**config.mk**
```make
export PLATFORM = sky130hd
export DESIGN_NAME = shift_register_pwm_generator
export DESIGN_NICKNAME = d
export VERILOG_FILES = /design/src/hw/rtl/srpwm_pkg.sv /design/src/hw/rtl/srpwm_datapath.sv /design/src/hw/rtl/srpwm_ctrl.sv /design/src/hw/rtl/shift_register_pwm_generator.sv
export VERILOG_INCLUDE_DIRS = /design/src /design/src/hw/rtl
export SDC_FILE = /design/constraint.sdc
export NUM_CORES = 1
export LEC_CHECK = 0
export ABC_AREA = 1
export BUFFER_PORTS_ARGS = -buffer_cell sky130_fd_sc_hd__buf_2
export CAP_MARGIN = 25
export CORE_AREA = 4 4 239 288
export DETAILED_ROUTE_END_ITERATION = 12
export DIE_AREA = 0 0 243 292
export GPL_ROUTABILITY_DRIVEN = 0
export HOLD_SLACK_MARGIN = 0.1
export PLACE_DENSITY = 0.64
export SYNTH_ARGS = -nofsm -noshare
export SYNTH_HDL_FRONTEND = slang
export SYNTH_SLANG_ARGS = --single-unit
```
**constraint.sdc**
```tcl
create_clock -name clk -period 11 [get_ports clk]
set_input_delay 0.55 -clock clk [delete_from_list [all_inputs] [get_ports clk]]
set_output_delay 0.55 -clock clk [all_outputs]
set_load 0.02 [all_outputs]
```
**src/hw/rtl/shift_register_pwm_generator_defines.svh**
```systemverilog
// ----------------------------------------------------------------------------
// Shift register PWM generator assertion macros
// Property wrappers used by the controller to check its own logic.
// ----------------------------------------------------------------------------
`ifndef SHIFT_REGISTER_PWM_GENERATOR_DEFINES_SVH
`define SHIFT_REGISTER_PWM_GENERATOR_DEFINES_SVH

// Same-cycle implication, sampled on clk, off during rst
`define SRPWM_ASSERT_NOW(label, ante, cons, msg) \
  label: assert property (@(posedge clk) disable iff (rst) (ante) |-> (cons)) \
    else $error(msg);

// Next-cycle implication, sampled on clk, off during rst
`define SRPWM_ASSERT_NEXT(label, ante, cons, msg) \
  label: assert property (@(posedge clk) disable iff (rst) (ante) |=> (cons)) \
    else $error(msg);

`endif

```
**src/hw/rtl/srpwm_pkg.sv**
```systemverilog
// ----------------------------------------------------------------------------
// srpwm_pkg
// Shared constants and controller/datapath interface types.
// ----------------------------------------------------------------------------
package srpwm_pkg;

  localparam int MAX_REGISTERS_DEF = 8;

  localparam int OP_W       = 2;
  localparam int PIN_W      = 6;
  localparam int DUTY_W     = 8;
  localparam int BYTE_W     = 8;
  localparam int REGCNT_W   = 4;
  localparam int STEP_W     = 8;
  localparam int IN_DATA_W  = 16;
  localparam int OUT_DATA_W = 8;
  localparam int CFG_IDX_W  = 1;
  localparam int CFG_DATA_W = 8;
  localparam int ROW_BITS   = 8 * BYTE_W;

  localparam logic [OP_W-1:0] OP_SET_ONE = 2'd0;
  localparam logic [OP_W-1:0] OP_SET_ALL = 2'd1;
  localparam logic [OP_W-1:0] OP_TICK    = 2'd2;

  localparam logic [CFG_IDX_W-1:0] CFG_REG_COUNT = 1'd0;
  localparam logic [CFG_IDX_W-1:0] CFG_STEP_MAX  = 1'd1;

  localparam logic [REGCNT_W-1:0] REG_COUNT_RST = 4'd1;
  localparam logic [STEP_W-1:0]   STEP_MAX_RST  = 8'd255;

  // Controller to datapath
  typedef struct packed {
    logic load;       // capture pin and duty of the accepted item
    logic wr_one;     // write one duty entry
    logic wr_all;     // write a whole row of entries
    logic rd;         // read one row
    logic emit;       // compare read row and load the output byte
    logic phase_adv;  // advance the phase counter
  } srpwm_cmd_t;

  // Datapath to controller
  typedef struct packed {
    logic [REGCNT_W-1:0] regs;    // registers in use, clamped
    logic                pin_ok;  // captured pin lies within the chain
  } srpwm_status_t;

endpackage

```
**src/hw/rtl/srpwm_datapath.sv**
```systemverilog
// ----------------------------------------------------------------------------
// srpwm_datapath
// Configuration registers, duty store, phase counter and output byte.
// ----------------------------------------------------------------------------
module srpwm_datapath
  import srpwm_pkg::*;
#(
  parameter int MAX_REGISTERS = MAX_REGISTERS_DEF,
  parameter int ROW_W         = (MAX_REGISTERS > 1) ? $clog2(MAX_REGISTERS) : 1
) (
  input  logic                  clk,
  input  logic                  rst,
  input  logic                  cfg_we,
  input  logic [CFG_IDX_W-1:0]  cfg_addr,
  input  logic [CFG_DATA_W-1:0] cfg_data,
  input  logic [PIN_W-1:0]      in_pin,
  input  logic [DUTY_W-1:0]     in_duty,
  input  srpwm_cmd_t            cmd,
  input  logic [ROW_W-1:0]      row,
  output srpwm_status_t         status,
  output logic [BYTE_W-1:0]     out_byte
);

  logic [REGCNT_W-1:0] reg_count;
  logic [STEP_W-1:0]   step_max;
  logic [STEP_W-1:0]   phase;
  logic [PIN_W-1:0]    pin_q;
  logic [DUTY_W-1:0]   duty_q;

  logic [ROW_BITS-1:0] mem [MAX_REGISTERS];
  logic [7:0]          row_vld [MAX_REGISTERS];
  logic [ROW_BITS-1:0] rd_data;
  logic [7:0]          rd_vld;

  logic [REGCNT_W-1:0] regs;
  logic [ROW_W-1:0]    wr_row;
  logic [7:0]          wr_be;
  logic [BYTE_W-1:0]   byte_next;

  assign regs = (reg_count > REGCNT_W'(MAX_REGISTERS)) ? REGCNT_W'(MAX_REGISTERS)
                                                        : reg_count;
  assign status.regs   = regs;
  assign status.pin_ok = ({1'b0, pin_q[5:3]} < regs);

  assign wr_row = cmd.wr_one ? ROW_W'(pin_q[5:3]) : row;
  always_comb begin
    wr_be = '0;
    if (cmd.wr_all) begin
      wr_be = '1;
    end else if (cmd.wr_one) begin
      wr_be = 8'(1) << pin_q[2:0];
    end
  end

  // Bit b of the byte belongs to entry 7-b of the row; unwritten entries read as zero
  always_comb begin
    for (int b = 0; b < 8; b++) begin
      byte_next[b] = rd_vld[7-b] && (phase < rd_data[(7-b)*BYTE_W +: BYTE_W]);
    end
  end

  always_ff @(posedge clk) begin
    if (rst) begin
      reg_count <= REG_COUNT_RST;
      step_max  <= STEP_MAX_RST;
      phase     <= '0;
      for (int r = 0; r < MAX_REGISTERS; r++) begin
        row_vld[r] <= '0;
      end
    end else begin
      if (cfg_we) begin
        case (cfg_addr)
          CFG_REG_COUNT: reg_count <= cfg_data[REGCNT_W-1:0];
          CFG_STEP_MAX:  step_max  <= cfg_data[STEP_W-1:0];
          default: ;
        endcase
      end
      if (cmd.phase_adv) begin
        phase <= (phase < step_max) ? phase + 8'd1 : '0;
      end
      if (cmd.wr_one || cmd.wr_all) begin
        row_vld[wr_row] <= row_vld[wr_row] | wr_be;
      end
    end
  end

  always_ff @(posedge clk) begin
    if (cmd.load) begin
      pin_q  <= in_pin;
      duty_q <= in_duty;
    end
    for (int i = 0; i < 8; i++) begin
      if (wr_be[i]) begin
        mem[wr_row][i*BYTE_W +: BYTE_W] <= duty_q;
      end
    end
    if (cmd.rd) begin
      rd_data <= mem[row];
      rd_vld  <= row_vld[row];
    end
    if (cmd.emit) begin
      out_byte <= byte_next;
    end
  end

endmodule

```
**src/hw/rtl/srpwm_ctrl.sv**
```systemverilog
// ----------------------------------------------------------------------------
// srpwm_ctrl
// Operation sequencer: row sweeps, read pipeline flags and output valid.
// ----------------------------------------------------------------------------
`include "shift_register_pwm_generator_defines.svh"

module srpwm_ctrl
  import srpwm_pkg::*;
#(
  parameter int MAX_REGISTERS = MAX_REGISTERS_DEF,
  parameter int ROW_W         = (MAX_REGISTERS > 1) ? $clog2(MAX_REGISTERS) : 1
) (
  input  logic             clk,
  input  logic             rst,
  input  logic             in_valid,
  output logic             in_ready,
  input  logic [OP_W-1:0]  in_op,
  output logic             out_valid,
  output logic             out_last,
  input  logic             out_ready,
  input  srpwm_status_t    status,
  output srpwm_cmd_t       cmd,
  output logic [ROW_W-1:0] row
);

  localparam int CNT_W = $clog2(MAX_REGISTERS + 1);

  typedef enum logic [1:0] {
    IDLE,
    SET_ONE,
    SET_ALL,
    TICK
  } state_t;

  state_t           state;
  logic [CNT_W-1:0] left;
  logic             rd_valid;
  logic             rd_last;

  logic accept;
  logic out_free;
  logic issue;
  logic emit;
  logic tick_done;

  assign in_ready  = (state == IDLE);
  assign accept    = in_valid && in_ready;
  assign out_free  = !out_valid || out_ready;
  assign emit      = rd_valid && out_free;
  assign issue     = (state == TICK) && (left != '0) && (!rd_valid || out_free);
  assign tick_done = (state == TICK) && (left == '0) && !rd_valid;
  assign row       = ROW_W'(left - CNT_W'(1));

  always_comb begin
    cmd           = '0;
    cmd.load      = accept;
    cmd.wr_one    = (state == SET_ONE) && status.pin_ok;
    cmd.wr_all    = (state == SET_ALL) && (left != '0);
    cmd.rd        = issue;
    cmd.emit      = emit;
    cmd.phase_adv = tick_done;
  end

  always_ff @(posedge clk) begin
    if (rst) begin
      state     <= IDLE;
      left      <= '0;
      rd_valid  <= 1'b0;
      rd_last   <= 1'b0;
      out_valid <= 1'b0;
      out_last  <= 1'b0;
    end else begin
      if (emit) begin
        out_valid <= 1'b1;
        out_last  <= rd_last;
      end else if (out_ready) begin
        out_valid <= 1'b0;
      end

      if (issue) begin
        rd_valid <= 1'b1;
        rd_last  <= (left == CNT_W'(1));
      end else if (emit) begin
        rd_valid <= 1'b0;
      end

      case (state)
        IDLE: begin
          if (accept) begin
            case (in_op)
              OP_SET_ONE: state <= SET_ONE;
              OP_SET_ALL: begin
                left  <= CNT_W'(status.regs);
                state <= SET_ALL;
              end
              OP_TICK: begin
                left  <= CNT_W'(status.regs);
                state <= TICK;
              end
              default: state <= IDLE;
            endcase
          end
        end
        SET_ONE: state <= IDLE;
        SET_ALL: begin
          if (left == '0) begin
            state <= IDLE;
          end else begin
            left <= left - CNT_W'(1);
          end
        end
        TICK: begin
          if (issue) begin
            left <= left - CNT_W'(1);
          end
          if (tick_done) begin
            state <= IDLE;
          end
        end
        default: state <= IDLE;
      endcase
    end
  end

  `SRPWM_ASSERT_NOW(a_idle_pipe_empty, in_ready, !rd_valid, "read pending while idle")
  `SRPWM_ASSERT_NOW(a_phase_after_bytes, cmd.phase_adv, !emit && !issue,
                    "phase advanced with bytes in flight")
  `SRPWM_ASSERT_NOW(a_last_ends_sweep, emit && rd_last, left == '0,
                    "last byte emitted with rows left")
  `SRPWM_ASSERT_NEXT(a_issue_fills, issue, rd_valid, "issued read not held")

endmodule

```
**src/hw/rtl/shift_register_pwm_generator.sv**
```systemverilog
// ----------------------------------------------------------------------------
// shift_register_pwm_generator
// Multichannel PWM for a chain of 8-bit shift registers.
// ----------------------------------------------------------------------------
// Tick: each row is read into the read register and then compared into the output
//   byte, one byte per cycle while the output is not stalled; the next item is
//   taken once the last byte has left the read register.
// Set one pin writes a single entry; set all pins writes each row in use.
// The single read port of the duty store, one row of eight duties per cycle,
//   sets the byte rate. rst clears duties, phase and configuration at once.
module shift_register_pwm_generator
  import srpwm_pkg::*;
#(
  parameter int MAX_REGISTERS = MAX_REGISTERS_DEF
) (
  input  logic                  clk,
  input  logic                  rst,
  input  logic                  s_tvalid,
  output logic                  s_tready,
  input  logic [IN_DATA_W-1:0]  s_tdata,   // op[1:0], pin[7:2], duty[15:8]
  output logic                  m_tvalid,
  input  logic                  m_tready,
  output logic [OUT_DATA_W-1:0] m_tdata,   // shift_byte[7:0]
  output logic                  m_tlast,
  input  logic                  cfg_we,
  input  logic [CFG_IDX_W-1:0]  cfg_addr,
  input  logic [CFG_DATA_W-1:0] cfg_data
);

  localparam int ROW_W = (MAX_REGISTERS > 1) ? $clog2(MAX_REGISTERS) : 1;

  srpwm_cmd_t       cmd;
  srpwm_status_t    status;
  logic [ROW_W-1:0] row;
  logic [BYTE_W-1:0] out_byte;

  srpwm_ctrl #(
    .MAX_REGISTERS (MAX_REGISTERS),
    .ROW_W         (ROW_W)
  ) u_ctrl (
    .clk       (clk),
    .rst       (rst),
    .in_valid  (s_tvalid),
    .in_ready  (s_tready),
    .in_op     (s_tdata[OP_W-1:0]),
    .out_valid (m_tvalid),
    .out_last  (m_tlast),
    .out_ready (m_tready),
    .status    (status),
    .cmd       (cmd),
    .row       (row)
  );

  srpwm_datapath #(
    .MAX_REGISTERS (MAX_REGISTERS),
    .ROW_W         (ROW_W)
  ) u_datapath (
    .clk      (clk),
    .rst      (rst),
    .cfg_we   (cfg_we),
    .cfg_addr (cfg_addr),
    .cfg_data (cfg_data),
    .in_pin   (s_tdata[OP_W +: PIN_W]),
    .in_duty  (s_tdata[OP_W+PIN_W +: DUTY_W]),
    .cmd      (cmd),
    .row      (row),
    .status   (status),
    .out_byte (out_byte)
  );

  assign m_tdata = out_byte;

endmodule

```
[After elaboration in Yosys (flattened, before gate mapping)]
Memory sizes are Yosys's and may differ from the RTL's. A register that Yosys moved wholly into a read port is not among the register bits.
Index checks and enable logic that the tools add are counted.
Storage, ports and cells
  flip-flop bits (word level): 52
  memories: 2
  input port bits: 30
  RAM bits: 576
  word-level logic and storage cells: 119
Memories
  u_datapath.mem: depth 8, bits a word 64, read ports 1, clocked after memory_dff 1, wr ports 1, RTL line srpwm_datapath.sv:30  | logic [ROW_BITS-1:0] mem [MAX_REGISTERS];
  u_datapath.row_vld: depth 8, bits a word 8, read ports 2, clocked after memory_dff 1, wr ports 8, RTL line srpwm_datapath.sv:31  | logic [7:0] row_vld [MAX_REGISTERS];
Cells by class
  $add $sub $neg: 2
  shift-type cells: 1
  bitwise operators: 2
  multiplexer cells: 43
  $lt $le $gt $ge: 11
  reduce and logical (&&, ||, !) cells: 34
  equality and inequality tests: 12
Operator list (count)
  $lt A8 B8 Y1: 9
  $mux W8: 4
  $mux W1: 26
  $mux W4: 5
  $logic_and A1 B1 Y1: 16
  $pmux W4 S3: 1
  $add A8 B1 Y8 const B: 1
  $or A8 B8 Y8: 1
  $pmux W2 S4: 1
  $reduce_or A8 Y1: 1
  $shl A1 B3 Y8 const A: 1
  $eq A2 B2 Y1 const B: 3
  $mux W2: 3
  $mux W3: 2
  $ne A2 B1 Y1 const B: 3
  $ne A2 B2 Y1 const B: 3
  $pmux W2 S3: 1
  $reduce_and A5 Y1: 1
  $eq A2 B1 Y1 const B: 2
  $eq A4 B1 Y1 const B: 1
  $gt A4 B4 Y1 const B: 1
  $logic_not A2 Y1: 2
  $logic_not A4 Y1: 1
  $lt A3 B4 Y1: 1
  other kinds (10): 15

[Longest topological paths before layout]
  depth in word-level cells: 10
  gate-level depth with buffers: 16

[By module]
Synthesis repeated with hierarchy kept, for this count alone.
Unflattened totals
  cells, all modules: 2610
  area, all modules: 29935.0 µm²
Modules (own cells, without submodules)
  srpwm_datapath: cells an instance 2504, times used 1, area an instance 29228.0 µm², seq. area each 20519.7 µm²
  srpwm_ctrl: cells an instance 106, times used 1, area an instance 706.9 µm², seq. area each 200.2 µm²

[Worst setup path after synthesis]
OpenSTA, ideal clock, no wires.
  path kind: flip-flop to flip-flop
  start: reg u_ctrl.left[0]
  end: reg u_ctrl.rd_last
  stages on the path, launching flop included: 12
  buffers on the path: 3
  data required time: 10868 ps
  arrival time: 6950 ps
  setup time: 132 ps
  path slack: 3918 ps
  cells stage by stage: dfxtp_1 inv_1 clkbuf_1 clkbuf_1 clkbuf_1 ha_1 nand2_1 inv_1 nor3_1 inv_1 nand2_1 a21oi_1
Between the ends
  longest elaborated chain between the ends: 3
  elaborated cells between the ends (all ways): 4
  classes of those cells: eq/ne (1); reduce/logical (3)
Ends and longest elaborated chain
  start, declared: RTL line srpwm_ctrl.sv:36  | logic [CNT_W-1:0] left;
  start signal, assigned: RTL line srpwm_ctrl.sv:93  | left <= CNT_W'(status.regs);
  start signal, assigned: RTL line srpwm_ctrl.sv:97  | left <= CNT_W'(status.regs);
  start signal, assigned: RTL line srpwm_ctrl.sv:109  | left <= left - CNT_W'(1);
  $reduce_bool A4 Y1: RTL line srpwm_ctrl.sv:50  | assign issue = (state == TICK) && (left != '0) && (!rd_valid || out_free);
  $logic_and A1 B1 Y1 (2 in a row): RTL line srpwm_ctrl.sv:50
  net u_ctrl.issue: RTL line srpwm_ctrl.sv:42  | logic issue;
  end signal, assigned: RTL line srpwm_ctrl.sv:82  | rd_last <= (left == CNT_W'(1));
  end, declared: RTL line srpwm_ctrl.sv:38  | logic rd_last;
The timed path passes the listed nets, and every way through them passes these cells.
A chain may end at the register's enable or synchronous reset.

[Worst setup path in the final report]
  start: reg u_ctrl.left[0]
  end: mem u_datapath.mem[6][23] (netlist bit) (enable)
Between the ends
  longest elaborated chain between the ends: 5
  elaborated cells between the ends (all ways): 7
  classes of those cells: add/sub (1); mux (4); reduce/logical (2)
Ends and longest elaborated chain
  $reduce_bool A4 Y1: RTL line srpwm_ctrl.sv:58  | cmd.wr_all = (state == SET_ALL) && (left != '0);
  $logic_and A1 B1 Y1: RTL line srpwm_ctrl.sv:58
  $mux W8: RTL line srpwm_datapath.sv:48  | if (cmd.wr_all) begin
  $mux W1: RTL line srpwm_datapath.sv:93  | if (wr_be[i]) begin
  $mux W1 (not written as such): RTL line srpwm_datapath.sv:94  | mem[wr_row][i*BYTE_W +: BYTE_W] <= duty_q;
  end, declared: RTL line srpwm_datapath.sv:30
Several ways; a longest one is shown, not always the timed one.

==> impl_metrics.yaml <==
outcome:
  status: "finished clean"
layout:
  drive_gt1_share_pct: 9.17
  final_area_sq_um: 32900
  layout.nets: 2617
  syn_to_final_growth_pct: 11.4
  postLayoutCoreUtil_pct: 50.1
synth:
  synth_top_area_share_pct: 68.1
  ys.warnings.count: 0
  synth_cell_types: 41
  synth_cells: 2496
  netlist_top_cells_area: "edfxtp_1 (68%), nor2_1 (7.3%), o21ai_0 (5.3%)"
  async_flop_share_pct: 0
  synth_enable_flop_cells: 670
  yosysSeqAreaShare_pct: 70.1
  yosysMostFrequentCell: "edfxtp_1"
  synth_top_flop_cell: "edfxtp_1"
  avgSynthCellArea_sq_um: 11.8
  syn_area_sq_um: 29600
  ys_ff_latch: 700
  yosys.area.top_type: "edfxtp_1"
  synth_common_cells: "edfxtp_1 (670), nor2_1 (574), o21ai_0 (314)"
  syn_nets: 2596
power:
  p_per_area_nw_per_um2: 208
  cellLeakagePower_uw: 0.0116
  ir_worst_vdd_uv: 130
cts:
  ctsHtreeMaxLevel: 3
  cts-root-buf: "clkbuf_16"
  clkTransAtPathRegs_ns: 0.07
  insertion_delay_ns: 0.61
  clock-sinks: 700
  clockBufferDepth: 3
  cts_tree: "built"
  numCtsBuffers: 69
detailed_routing:
  drtAntennaViolNets: 0
  routed_wirelength_mm: 76.9
  vias: 19700
  viasPerCell: 5.77
  dr.pass1.iters: 5
  first_iter_violations: 2317
  drc: 0
  wire_per_inst_um: 22.5
floorplan:
  dieArea_sq_um: 71000
  die_w_um: 243
  core_sq_um: 65700
  io_pins: 41
  initial_core_util_pct: 45.0
  floorplan.rows: 103
  die_h_um: 292
timing:
  worst_slew_pin_slew_ns: 1.00
  rsz0062_at_grt: "false"
  fin_tns_setup_ns: 0
  setup_violations: 0
  slew_headroom_pct: 33.3
  fmax_ghz: 0.209
  drv_slew: 0
  hold_violations: 0
  fin_crit_ns: 4.79
  period_share_pct: 43.5
  clock_skew_ns: 0.0143
placement:
  place_area_sq_um: 30500
  post-dp-hpwl_mm: 44.1
  io_buffer_count: 40
grt:
  grt_antenna_before_repair: 1
  grt_overflow_total: 0
  grt_max_degree: 206
  grt_pass1_vias: 19300
  grt_pass1_wl_mm: 115
  grt_use_total_pct: 21.2
worst_setup_path:
  cp_max_fo: 90
  path_class: "register to register"
  crit_required_ns: 11.24
  end_kind: "register"
  start_kind: "register"
  cp.arrival_ns: 5.03
  r2r_slack_ns: 6.21
min_path:
  hp-class: "input port to register"
run:
  max_cap_viol_count: 0
==> power breakdown <==
| part | internal (uW) | switching [uW] | total, uW |
|---|---|---|---|
| registers | 3070 | 41.6 | 3110 |
| logic | 335 | 1020 | 1350 |
| clock network | 1370 | 1000 | 2370 |
==> worst max-delay path, stage by stage (launching register included) <==
cell and delay [ns]:
dfxtp_4 0.98, inv_6 0.42, ha_4 0.31, xnor2_1 0.12
buf_4 0.19, inv_4 0.51, nand2_1 0.21, nand2_4 0.28
nand3_2 0.61, nor2_1 0.78
==> cell usage in the layout, fill, tap and decap left out, types with 3 or more instances in the layout <==
cell	count
inv_1	141
nor2_4	6
inv_2	11
nor2_2	15
nand2_2	7
nand2_1	144
buf_4	27
o31ai_1	9
buf_2	40
clkinv_2	15
a21oi_1	116
clkinv_1	11
nand4_1	27
a31oi_1	80
dlygate4sd3_1	9
dfxtp_1	29
ha_1	69
bufinv_16	7
xor2_1	3
edfxtp_1	670
nor3_2	4
nand3_1	22
nand3b_1	8
clkinvlp_4	6
nor2_1	572
clkbuf_1	11
o21ai_0	314
nand2_4	5
clkbuf_16	72
o22ai_1	68
a211oi_1	8
inv_6	4
nor3_1	7
o211ai_1	10
==> layout make-up <==
class	instances	area, sq um
fill	5599	32800
sequential	700	20700
multi-input combinational	1512	7740
clock buffer	83	1840
tap	840	1050
inverter	155	592
timing repair buffer	79	556
clock inverter	44	419
antenna	1	2.50
==> worst paths after layout <==
| kind | start | to | depth (start not counted) |
|---|---|---|---|
| setup / recovery | u_ctrl.left[0] | u_datapath.mem[6][23] | 9 |
| hold / removal | s_tdata[14] | u_datapath.duty_q[6] | 1 |
| setup reg to reg | u_ctrl.left[0] | u_datapath.mem[6][23] | 9 |
| hold reg to reg | u_ctrl.left[3] | u_ctrl.left[3] | 2 |
==> through the flow <==
step | power [uW] | setup slack [ns] | hold slack (ns) | cells
after global routing | 7110 | 5.95 | 0.113 | 3413
after global placement | 4470 | 6.36 | 0.467 | 3275
after floorplan | 4050 | 3.92 | 0.436 | 2496
after CTS | 6850 | 6.23 | 0.101 | 3412
after detailed placement | 4490 | 6.25 | 0.475 | 3276
final | 6840 | 6.21 | 0.121 | 3414
==> routing by layer <==
layer  track usage (%)  up-vias  wire length, um
met5                 0        -               52
met1              26.7     9646            29700
met2              36.5      851            38200
met4              9.66        2             3360
met3              2.89      207             5500
li1                  -     9009                -
==> state kept, by name, indices dropped and copies added, names as in the netlist, 2 cells and up <==
name,flops
u_ctrl.left,4
u_datapath.duty_q,8
u_datapath.rd_vld,8
u_datapath.reg_count,4
u_datapath.mem,512
u_datapath.out_byte,8
u_datapath.phase,8
u_datapath.step_max,8
u_datapath.row_vld,64
u_datapath.rd_data,64
u_datapath.pin_q,6
u_ctrl.state,2
==> what timing repair did <==
item	in CTS	in global routing
hold buffers	9	0
hold endpoints to repair	9	0
gates resized for setup	0	0
buffers inserted	0	0
==> logic make-up (layout without fill, tap and decap cells) <==
group	after synthesis	in the layout	share of synthesized area, %
compound gates	614	614	11.4
xor+xnor	5	5	0.148
fa+ha+maj	70	70	2.96
buf+inv	284	361	3.78
flops	700	700	70.1
other cells	0	1	0
simple gates	823	823	11.6
Power figures use the tool's default switching activity.
